### config.mk
export PLATFORM = sky130hd
export DESIGN_NAME = line_equation_rasterizer_flat
export DESIGN_NICKNAME = d
export VERILOG_FILES = /design/src/rtl/core/ler_pkg.sv /design/src/rtl/core/ler_if.sv /design/src/rtl/core/ler_dp.sv /design/src/rtl/core/ler_ctrl.sv /design/src/rtl/core/line_equation_rasterizer.sv /design/src/flat_wrapper.sv
export SDC_FILE = /design/constraint.sdc
export NUM_CORES = 1
export LEC_CHECK = 0
export BUFFER_PORTS_ARGS = -buffer_cell sky130_fd_sc_hd__buf_2
export CORE_MARGIN = 2
export CORE_UTILIZATION = 65
export CTS_CLUSTER_SIZE = 30
export DETAILED_ROUTE_END_ITERATION = 16
export PLACE_DENSITY = 0.87
export SLEW_MARGIN = 30
export SYNTH_ARGS = -nofsm -noshare
export SYNTH_HDL_FRONTEND = slang
export SYNTH_SLANG_ARGS = --single-unit
export TNS_END_PERCENT = 30
### constraint.sdc
create_clock -name i_clk -period 11.6 [get_ports i_clk]
set_input_delay 2.9 -clock i_clk [delete_from_list [all_inputs] [get_ports i_clk]]
set_output_delay 2.9 -clock i_clk [all_outputs]
set_load 0.03 [all_outputs]
### src/rtl/core/ler_pkg.sv
// Shared constants and types for the line equation rasterizer.
package ler_pkg;

    localparam int COORD_BITS = 6;
    localparam int CLASS_BITS = 3;

    typedef logic [COORD_BITS-1:0] t_coord;
    typedef logic [CLASS_BITS-1:0] t_class;

    localparam t_class CLS_VERT      = 3'd0;
    localparam t_class CLS_HORZ      = 3'd1;
    localparam t_class CLS_DIAG_UP   = 3'd2;
    localparam t_class CLS_DIAG_DOWN = 3'd3;
    localparam t_class CLS_SHALLOW   = 3'd4;
    localparam t_class CLS_STEEP     = 3'd5;

    // controller -> datapath
    typedef struct packed {
        logic load_in;   // capture endpoints of an accepted transaction
        logic setup;     // order endpoints, classify, load the stepper
        logic step;      // advance to the next pixel
    } t_dp_cmd;

    // datapath -> controller
    typedef struct packed {
        logic last;      // current pixel is the final one of the line
    } t_dp_status;

endpackage

### src/rtl/core/ler_if.sv
// Handshake channels: line endpoints in, pixels out.
interface ler_line_if import ler_pkg::*; ();
    logic   valid;
    logic   ready;
    t_coord x_start;
    t_coord y_start;
    t_coord x_end;
    t_coord y_end;

    modport source (output valid, output x_start, output y_start,
                    output x_end, output y_end, input ready);
    modport sink   (input valid, input x_start, input y_start,
                    input x_end, input y_end, output ready);
endinterface

interface ler_pix_if import ler_pkg::*; ();
    logic   valid;
    logic   ready;
    t_coord pixel_x;
    t_coord pixel_y;
    t_class line_class;
    logic   last;

    modport source (output valid, output pixel_x, output pixel_y,
                    output line_class, output last, input ready);
    modport sink   (input valid, input pixel_x, input pixel_y,
                    input line_class, input last, output ready);
endinterface

### src/rtl/core/ler_dp.sv
// Datapath: endpoint ordering, classification and exact incremental stepping.
module ler_dp import ler_pkg::*; (
    input  logic       i_clk,
    input  t_dp_cmd    i_cmd,
    input  t_coord     i_x_start,
    input  t_coord     i_y_start,
    input  t_coord     i_x_end,
    input  t_coord     i_y_end,
    output t_coord     o_pixel_x,
    output t_coord     o_pixel_y,
    output t_class     o_line_class,
    output t_dp_status o_status
);

    localparam int DW = COORD_BITS + 1;  // signed delta
    localparam int RW = COORD_BITS + 2;  // remainder plus increment

    // captured endpoints
    t_coord r_xa, r_ya, r_xb, r_yb;

    // stepper state
    t_coord               r_px, n_px;
    t_coord               r_py, n_py;
    t_class               r_cls;
    logic                 r_xmaj;
    logic                 r_yneg;
    logic signed [RW-1:0] r_inc;
    t_coord               r_den;
    logic signed [RW-1:0] r_rem, n_rem;
    t_coord               r_cnt;
    t_coord               r_n;

    // set-up logic
    logic                 w_swap;
    t_coord               w_x1, w_y1, w_x2, w_y2;
    t_coord               w_dx;
    logic signed [DW-1:0] w_dy;
    t_coord               w_ady;
    logic                 w_xmaj;
    t_class               w_cls;

    // step logic
    logic signed [RW-1:0] w_sum;
    logic signed [RW-1:0] w_den_s;
    logic                 w_up;
    logic                 w_dn;

    always_comb begin
        w_swap = (r_xa > r_xb) || ((r_xa == r_xb) && (r_ya > r_yb));
        w_x1   = w_swap ? r_xb : r_xa;
        w_y1   = w_swap ? r_yb : r_ya;
        w_x2   = w_swap ? r_xa : r_xb;
        w_y2   = w_swap ? r_ya : r_yb;
        w_dx   = w_x2 - w_x1;
        w_dy   = $signed({1'b0, w_y2}) - $signed({1'b0, w_y1});
        w_ady  = w_dy[DW-1] ? COORD_BITS'(-w_dy) : w_dy[COORD_BITS-1:0];
        // diagonal and horizontal lines run along x like shallow ones
        w_xmaj = (w_dx != '0) && (w_ady <= w_dx);
        if (w_dx == '0) begin
            w_cls = CLS_VERT;
        end else if (w_dy == '0) begin
            w_cls = CLS_HORZ;
        end else if (w_ady == w_dx) begin
            w_cls = w_dy[DW-1] ? CLS_DIAG_DOWN : CLS_DIAG_UP;
        end else if (w_ady < w_dx) begin
            w_cls = CLS_SHALLOW;
        end else begin
            w_cls = CLS_STEEP;
        end
    end

    // remainder stays in [0, den): one correction per step keeps the floor exact
    always_comb begin
        w_den_s = $signed({2'b00, r_den});
        w_sum   = r_rem + r_inc;
        w_up    = 1'b0;
        w_dn    = 1'b0;
        if (w_sum >= w_den_s) begin
            n_rem = w_sum - w_den_s;
            w_up  = 1'b1;
        end else if (w_sum < 0) begin
            n_rem = w_sum + w_den_s;
            w_dn  = 1'b1;
        end else begin
            n_rem = w_sum;
        end
        if (r_xmaj) begin
            n_px = r_px + 1'b1;
            n_py = w_up ? r_py + 1'b1 : (w_dn ? r_py - 1'b1 : r_py);
        end else begin
            n_py = r_yneg ? r_py - 1'b1 : r_py + 1'b1;
            n_px = w_up ? r_px + 1'b1 : r_px;
        end
    end

    always_ff @(posedge i_clk) begin
        if (i_cmd.load_in) begin
            r_xa <= i_x_start;
            r_ya <= i_y_start;
            r_xb <= i_x_end;
            r_yb <= i_y_end;
        end
        if (i_cmd.setup) begin
            r_px   <= w_x1;
            r_py   <= w_y1;
            r_cls  <= w_cls;
            r_xmaj <= w_xmaj;
            r_yneg <= w_dy[DW-1];
            r_inc  <= w_xmaj ? RW'(w_dy) : $signed({2'b00, w_dx});
            r_den  <= w_xmaj ? w_dx : w_ady;
            r_rem  <= '0;
            r_cnt  <= '0;
            r_n    <= w_xmaj ? w_dx : w_ady;
        end else if (i_cmd.step) begin
            r_px  <= n_px;
            r_py  <= n_py;
            r_rem <= n_rem;
            r_cnt <= r_cnt + 1'b1;
        end
    end

    assign o_pixel_x     = r_px;
    assign o_pixel_y     = r_py;
    assign o_line_class  = r_cls;
    assign o_status.last = (r_cnt == r_n);

endmodule

### src/rtl/core/ler_ctrl.sv
// Controller: sequences capture, set-up and per-pixel output transactions.
module ler_ctrl import ler_pkg::*; (
    input  logic       i_clk,
    input  logic       i_rst_n,
    input  logic       i_in_valid,
    output logic       o_in_ready,
    output logic       o_out_valid,
    input  logic       i_out_ready,
    input  t_dp_status i_status,
    output t_dp_cmd    o_cmd
);

    localparam logic [1:0] ST_IDLE  = 2'd0;
    localparam logic [1:0] ST_SETUP = 2'd1;
    localparam logic [1:0] ST_RUN   = 2'd2;

    logic [1:0] r_state, n_state;
    logic       w_in_acc;
    logic       w_out_acc;

    assign o_in_ready  = (r_state == ST_IDLE);
    assign o_out_valid = (r_state == ST_RUN);
    assign w_in_acc    = i_in_valid && o_in_ready;
    assign w_out_acc   = o_out_valid && i_out_ready;

    always_comb begin
        o_cmd.load_in = w_in_acc;
        o_cmd.setup   = (r_state == ST_SETUP);
        o_cmd.step    = w_out_acc && !i_status.last;
    end

    always_comb begin
        n_state = r_state;
        unique case (r_state)
            ST_IDLE: begin
                if (w_in_acc) n_state = ST_SETUP;
            end
            ST_SETUP: begin
                n_state = ST_RUN;
            end
            ST_RUN: begin
                if (w_out_acc && i_status.last) n_state = ST_IDLE;
            end
            default: begin
                n_state = ST_IDLE;
            end
        endcase
    end

    always_ff @(posedge i_clk) begin
        if (!i_rst_n) begin
            r_state <= ST_IDLE;
        end else begin
            r_state <= n_state;
        end
    end

    // pixels advance only on a completed output transaction
    a_step_on_out: assert property (@(posedge i_clk) disable iff (!i_rst_n)
        o_cmd.step |-> (o_out_valid && i_out_ready && !i_status.last))
        else $error("step without output transaction");

    // the final pixel frees the input side
    a_last_frees_in: assert property (@(posedge i_clk) disable iff (!i_rst_n)
        (w_out_acc && i_status.last) |=> o_in_ready)
        else $error("input not ready after final pixel");

    // a taken line passes through the set-up state before its first pixel is offered
    a_first_pixel: assert property (@(posedge i_clk) disable iff (!i_rst_n)
        w_in_acc |-> ##2 o_out_valid)
        else $error("first pixel not presented");

endmodule

### src/rtl/core/line_equation_rasterizer.sv
// Line equation rasterizer top level: controller plus datapath.
// Takes one line per input transaction and emits its pixels, ordered from the
// endpoint with the smaller x (smaller y for vertical lines), one output
// transaction per pixel, each tagged with the line class; last marks the final
// pixel. A line has n+1 pixels (n = larger of |dx| and |dy|). With an
// always-ready sink, the block takes the endpoints, then orders and classifies
// them, then gives one pixel per cycle from the stepping accumulator, which
// forms the exact floored coordinate without a divider. The next line is taken
// in the cycle after the final pixel is delivered.
module line_equation_rasterizer import ler_pkg::*; (
    input  logic   i_clk,
    input  logic   i_rst_n,
    ler_line_if.sink   i_line,
    ler_pix_if.source  o_pix
);

    t_dp_cmd    w_cmd;
    t_dp_status w_status;
    t_coord     w_px;
    t_coord     w_py;
    t_class     w_cls;

    ler_ctrl u_ctrl (
        .i_clk       (i_clk),
        .i_rst_n     (i_rst_n),
        .i_in_valid  (i_line.valid),
        .o_in_ready  (i_line.ready),
        .o_out_valid (o_pix.valid),
        .i_out_ready (o_pix.ready),
        .i_status    (w_status),
        .o_cmd       (w_cmd)
    );

    ler_dp u_dp (
        .i_clk        (i_clk),
        .i_cmd        (w_cmd),
        .i_x_start    (i_line.x_start),
        .i_y_start    (i_line.y_start),
        .i_x_end      (i_line.x_end),
        .i_y_end      (i_line.y_end),
        .o_pixel_x    (w_px),
        .o_pixel_y    (w_py),
        .o_line_class (w_cls),
        .o_status     (w_status)
    );

    assign o_pix.pixel_x    = w_px;
    assign o_pix.pixel_y    = w_py;
    assign o_pix.line_class = w_cls;
    assign o_pix.last       = w_status.last;

endmodule

### src/flat_wrapper.sv
// flat-port wrapper written by rule: the top's interface ports become plain ports
module line_equation_rasterizer_flat import ler_pkg::*;
  (i_clk, i_rst_n, i_line_valid, i_line_x_start, i_line_y_start, i_line_x_end, i_line_y_end, i_line_ready, o_pix_valid, o_pix_pixel_x, o_pix_pixel_y, o_pix_line_class, o_pix_last, o_pix_ready);
  ler_line_if i_line_i ();
  ler_pix_if o_pix_i ();
  input  logic i_clk;
  input  logic i_rst_n;
  input wire logic [$bits(i_line_i.valid)-1:0] i_line_valid;
  input wire logic [$bits(i_line_i.x_start)-1:0] i_line_x_start;
  input wire logic [$bits(i_line_i.y_start)-1:0] i_line_y_start;
  input wire logic [$bits(i_line_i.x_end)-1:0] i_line_x_end;
  input wire logic [$bits(i_line_i.y_end)-1:0] i_line_y_end;
  output wire logic [$bits(i_line_i.ready)-1:0] i_line_ready;
  output wire logic [$bits(o_pix_i.valid)-1:0] o_pix_valid;
  output wire logic [$bits(o_pix_i.pixel_x)-1:0] o_pix_pixel_x;
  output wire logic [$bits(o_pix_i.pixel_y)-1:0] o_pix_pixel_y;
  output wire logic [$bits(o_pix_i.line_class)-1:0] o_pix_line_class;
  output wire logic [$bits(o_pix_i.last)-1:0] o_pix_last;
  input wire logic [$bits(o_pix_i.ready)-1:0] o_pix_ready;
  assign i_line_i.valid = i_line_valid;
  assign i_line_i.x_start = i_line_x_start;
  assign i_line_i.y_start = i_line_y_start;
  assign i_line_i.x_end = i_line_x_end;
  assign i_line_i.y_end = i_line_y_end;
  assign i_line_ready = i_line_i.ready;
  assign o_pix_valid = o_pix_i.valid;
  assign o_pix_pixel_x = o_pix_i.pixel_x;
  assign o_pix_pixel_y = o_pix_i.pixel_y;
  assign o_pix_line_class = o_pix_i.line_class;
  assign o_pix_last = o_pix_i.last;
  assign o_pix_i.ready = o_pix_ready;
  line_equation_rasterizer u_core (.i_clk(i_clk), .i_rst_n(i_rst_n), .i_line(i_line_i), .o_pix(o_pix_i));
endmodule
# Word level (Yosys, flattened, before mapping)
# Cells that the tools add are included.
# totals
out_inout_bits,18
reg_bits,70
# classes
n_lt_le_gt_ge,6
mux,29
n_addsub,10
n_reduce_logical,18
n_eq_ne,8
# ops
cell,count
two-way mux 6 bit,17
"adder 6 x 1 -> 6 bit, second input constant",3
equality test 6 bit,3
adder 8 x 7 -> 8 bit,2
two-way mux 8 bit,2
> comparator 6 bit,2
>= comparator 8 x 7 -> 1 bit,1
"less-than comparator 8 x 1 -> 1 bit, second input constant",1
subtractor 8 x 7 -> 8 bit,1
zero test 7 bit,1
subtractor 6 x 6 -> 7 bit,1
<= comparator 6 bit,1
logical AND 1 bit,6
zero test 6 bit,1
less-than comparator 6 bit,1
two-way mux 1 bit,6
negation 6 bit,1
one-hot mux 2 bit (3 select lines),1
AND reduction 2 bit,3
nonzero test 6 bit,1
"subtractor 6 x 1 -> 6 bit, second input constant",1
subtractor 6 bit,1
two-way mux 2 bit,2
"inequality test 2 x 1 -> 1 bit, second input constant",2
other kinds (10),10

# Logic depth before layout (Yosys ltp)
# logic_depth
word_depth,11
depth_mapped,30
mapped_depth_nobuf,24

# Modules after synthesis
# Synthesis repeated with hierarchy kept, for this count alone.
# hier_totals
hier_cells,558
hier_area_um2,5401.4
# by_module_without_submodules
module,cells_per_inst,seq_area_each_um2,area_per_inst_um2,instances
ler_dp,546,1901.8,5290.1,1
ler_ctrl,12,40.0,111.4,1

# Least setup slack after synthesis
# No wires, ideal clock.
# synth_timing
path_kind,reg2reg
startpoint,reg u_core.u_dp.r_ya[3]
endpoint,reg u_core.u_dp.r_n[5] (data pin)
stages_incl_launch_ff,28
required_time_ns,11.345
arrival_time_ns,5.420
path_slack_ns,5.925
cell_sequence,edfxtp_1 ha_1 buf_6 and4_1 buf_4 a221o_2 a21oi_4 buf_6 clkbuf_1 nand2_1 o22a_1 ha_1 or3_1 a211oi_1 a2111oi_0 or3b_1 nor2_1 a211o_1 xor2_1 ha_1 o21a_1 o21ai_0 nand2b_1 a21oi_1 nor2_1 a41o_1 buf_6 a31o_1
# synth_via
elab_chain_len,10
word_cells_on_any_way,15
classes_between,3 x add/sub; 2 x order compare; 6 x mux; 4 x reduce/logical
# synth_rtl
item,line,rtl
"start, declared",ler_dp.sv:19,"t_coord r_xa, r_ya, r_xb, r_yb;"
"start signal, assigned",ler_dp.sv:99,r_ya <= i_y_start;
> comparator 6 bit,ler_dp.sv:49,w_swap = (r_xa > r_xb) || ((r_xa == r_xb) && (r_ya > r_yb));
logical AND 1 bit,ler_dp.sv:49,
logical OR 1 bit,ler_dp.sv:49,
two-way mux 6 bit (on tied branches),"ler_dp.sv:53, ler_dp.sv:51",
subtractor 6 x 6 -> 7 bit,ler_dp.sv:55,"w_dy = $signed({1'b0, w_y2}) - $signed({1'b0, w_y1});"
negation 6 bit,ler_dp.sv:56,w_ady = w_dy[DW-1] ? COORD_BITS'(-w_dy) : w_dy[COORD_BITS-1:0];
two-way mux 6 bit,ler_dp.sv:56,
<= comparator 6 bit,ler_dp.sv:58,w_xmaj = (w_dx != '0) && (w_ady <= w_dx);
logical AND 1 bit,ler_dp.sv:58,
two-way mux 6 bit *,ler_dp.sv:113,r_n <= w_xmaj ? w_dx : w_ady;
"end signal, assigned",ler_dp.sv:113,
"end, declared",ler_dp.sv:31,t_coord r_n;
# Every way passes the cells marked *; elsewhere a longest branch is shown, timed or not.
# A chain may end at the register's enable or synchronous reset.

# Final worst setup path
# layout_timing
startpoint,reg u_core.u_dp.r_xa[1]
endpoint,reg u_core.u_dp.r_n[2] (data pin)
# layout_via
elab_chain_len,10
word_cells_on_any_way,16
classes_between,3 x add/sub; 2 x order compare; 1 x eq/ne; 6 x mux; 4 x reduce/logical
# layout_rtl
item,line,rtl
"start, declared",ler_dp.sv:19,
"start signal, assigned",ler_dp.sv:98,r_xa <= i_x_start;
branches (longest 9 deep; another with subtractor 6 x 6 -> 7 bit),--,
two-way mux 6 bit *,ler_dp.sv:113,
# Mark *: on every way between the ends.

==> flow_summary_export.csv <==
group,metric,value,unit
worst_setup_path,critical-path-max-stage-delay,0.68,ns
worst_setup_path,crit_top_cell,"ha_1",
yosys,yosysTopAreaCell,"edfxtp_1",
worst_setup_path,r2r_start,"u_core.u_dp.r_xa[1]",
worst_setup_path,ff2ff_path_depth,21,
detailed_routing,drcViolationCount,0,
floorplan,fp.dieW,95.1,um
final_layout,drive_gt1_frac,0.160,
global_route,grt_pass1_vias,4131,
worst_setup_path,setup.worst_path.end,"u_core.u_dp.r_n[2]",
placement,port_buffers,45,
floorplan,start_util,0.664,
cts,clk_latency,0.36,ns
global_route,grt_pass1_wl,19.8,mm
final_layout,syn2layout_area_growth,9.09,%
yosys,yosysMostFrequentCell,"edfxtp_1",
worst_setup_path,cp-startpoint,"u_core.u_dp.r_xa[1]",
cts,cts_tree,"yes",
floorplan,die_height,95.1,um
floorplan,coreArea,8130,um^2
final_layout,fin_area,5890,um^2
cts,ctsHoldBuffers,0,
floorplan,pin_count,46,
worst_setup_path,crit_chain,"ha_1 -> nor2b_1 -> o31ai_2 -> a21oi_2 -> a21oi_4 -> o22a_1 -> ha_1 -> or3_1 -> a211oi_1 -> a2111oi_0 -> or3b_1 -> a21oi_1 -> o2111ai_1 -> a21o_1 -> and2_1 -> ha_1 -> nand4_1 -> nor2_1 -> nor2_1 -> a41o_1 -> mux2_1",
sta,fin_skew,0.0215,ns
worst_hold_path,hp-class,"reg2reg",
cts,cts_max_level,3,
sta,finalSetupViolations,0,
cts,clk_pin_slew,0.08,ns
worst_setup_path,cpMaxStageDelayCell,"a21oi_4",
cts,post_cts.resized_instances,0,
placement,place_ws,4.97,ns
sta,finalHoldViolations,0,
detailed_routing,wl_per_cell,17.4,um
yosys,syn_area,5400,um^2
sta,tightest_slew,0.832,ns
worst_setup_path,arrival,6.85,ns
sta,tns,0,ns
placement,place_hpwl,9.49,mm
sta,fmax,148,MHz
worst_setup_path,critical_path_class,"reg2reg",
worst_setup_path,cp_data_required_time,11.69,ns
yosys,synthFlopType,"edfxtp_1",
placement,place.gp.congestion,0.949,
placement,postPlaceCellArea,5670,um^2
cts,postCtsSetupRepairBufs,0,
worst_setup_path,crit_family,"compound AO/OA/AOI/OAI gates",
detailed_routing,ant_nets,0,
floorplan,rows,33,
global_route,antenna_found_initial,0,
worst_setup_path,reg2reg_slack,4.83,ns
detailed_routing,vias_per_cell,6.22,
detailed_routing,drtIter0Drc,285,
global_route,grt_max_degree,33,
yosys,syn_avg_cell_area,9.52,um^2
global_route,gr-total-overflow,0,
yosys,syn_nets,642,
detailed_routing,first_pass_iters,5,
run,max-cap-violations,0,
yosys,synth_edf_count,54,
worst_setup_path,start_kind,"register",
yosys,synthTopCellsByArea,"edfxtp_1 30%, ha_1 10%, dfxtp_1 5.9%",
sta,relSlewSlack,0.439,
yosys,synthCells,567,
global_route,grtUsageTotal,0.284,
yosys,ys_ff_latch,70,
sta,period_minus_slack,6.77,ns
cts,root_buffer,"clkbuf_8",
yosys,yosysWarnings,0,
yosys,async_flop_share,0,
power,power,1.35,mW
detailed_routing,routed_wirelength,12.5,mm
sta,grt_setup_unrepaired,"no",
final_layout,nNetsFinal,681,
worst_setup_path,crit_buf_inv,0,
worst_setup_path,cp-end-kind,"register",
sta,slew_violations,0,
yosys,synth_top_cell_area_share,0.300,
cts,numCtsBuffers,9,
status,run_status,"finished, final reports clean",
yosys,yosysUniqueCellTypes,76,
power,power_per_cell_area,229,nW/um^2
cts,clock_sinks,70,
sta,whs,0.486,ns
worst_setup_path,rr_endpoint,"u_core.u_dp.r_n[2]",
sta,setup_ws,4.83,ns
final_layout,diodes,0,
cts,cts_max_path_buffers,2,
detailed_routing,dr_total_vias,4454,
worst_setup_path,crit_cells,21,
yosys,yosys-top-cells-count,"54 x edfxtp_1, 44 x ha_1, 44 x inv_1, 44 x nand2_1, 40 x nor2_1",
power,p_leak,2.50,nW
floorplan,die_area,9050,um^2
worst_setup_path,cp_max_fo,30,
power,ir_worst_vdd,0.110,mV
sta,finalCritPeriodShare,0.583,
yosys,synth-seq-area-share,0.360,
==> sequential cells by signal (all words and copies together) (netlist names) <==
signal	count
u_core.u_dp.r_rem	8
u_core.u_dp.r_inc	7
u_core.u_dp.o_pixel_x	6
u_core.u_dp.o_pixel_y	6
u_core.u_dp.r_cnt	6
u_core.u_dp.r_n	6
u_core.u_dp.r_xa	6
u_core.u_dp.r_xb	6
u_core.u_dp.r_ya	6
u_core.u_dp.r_yb	6
u_core.u_dp.o_line_class	3
u_core.u_ctrl.r_state	2
u_core.u_dp.r_xmaj	1
u_core.u_dp.r_yneg	1
==> kinds of logic after synthesis <==
kind of cell,after synthesis,synth area share
XOR/XNOR,35,0.0582
adder cells (fa/ha/maj),47,0.113
buffers and inverters,64,0.0512
AO/OA/AOI/OAI,145,0.200
flip-flops,70,0.360
multiplexers,25,0.0478
AND/OR/NAND/NOR,181,0.170
==> report_power, final <==
| part | leakage (nW) | total, mW | switching, mW | internal (mW) |
|---|---|---|---|---|
| combinational | 1.75 | 0.763 | 0.443 | 0.320 |
| sequential | 0.636 | 0.363 | 0.0329 | 0.330 |
| clock | 0.115 | 0.221 | 0.105 | 0.116 |
==> worst reg2reg max path, delay by kind of cell, from the launching register on <==
kind                     cells  cell delay [ns]
AO/OA/AOI/OAI               10             3.21
adder cells (fa/ha/maj)      3             0.99
flip-flops                   1             0.48
multiplexers                 1             0.39
AND/OR/NAND/NOR              7             1.45
==> through the flow <==
| stage | util | std cells |
|---|---|---|
| 2_1_floorplan | - | 567 |
| 3_3_place_gp | 0.697 | 700 |
| 3_5_place_dp | 0.697 | 700 |
| 4_1_cts | 0.724 | 716 |
| 5_1_grt | 0.724 | 716 |
| 6_report | 0.724 | 716 |
==> how the worst min path moves through the flow <==
stage / from / to / slack (ns) / cells past startpoint
6_report: u_core.u_dp.r_rem[6] / u_core.u_dp.r_rem[6] / 0.49 / 2
5_1_grt: u_core.u_dp.r_rem[3] / u_core.u_dp.r_rem[3] / 0.52 / 2
4_1_cts: u_core.u_dp.r_rem[0] / u_core.u_dp.r_rem[0] / 0.49 / 2
3_5_place_dp: u_core.u_dp.r_rem[3] / u_core.u_dp.r_rem[3] / 0.47 / 2
3_3_place_gp: u_core.u_dp.r_rem[3] / u_core.u_dp.r_rem[3] / 0.47 / 2
2_1_floorplan: u_core.u_dp.r_rem[0] / u_core.u_dp.r_rem[0] / 0.45 / 2
==> layout make-up <==
type                    count  area [um^2]
multi-input cells         433         3180
fillers                   615         2250
flip-flops and latches     70         1940
repair buffers             48          248
inverters                  44          165
clock buffers              10          149
well taps                 105          131
clock inverters             6         72.6
==> routing by layer <==
metal / wire (um) / vias up / track usage
met3: 552 / 29 / 0.0411
li1: - / 2159 / -
met4: 309 / 0 / 0.115
met2: 6110 / 146 / 0.486
met5: 0 / - / 0
met1: 5480 / 2120 / 0.362
==> placed cells by master (no fill, tap or decap), types with 9 or more instances in the layout <==
cell type and count:
a211oi_1 10, a21o_1 12, a21oi_1 30, buf_2 45, clkbuf_8 9, dfxtp_1 16, edfxtp_1 54, ha_1 44
inv_1 44, mux2i_1 19, nand2_1 44, nand2b_1 11, nand3_1 26, nor2_1 40, nor3_1 11, o21ai_0 23
xnor2_1 19, xor2_1 15
Power figures use the tool's default switching activity.
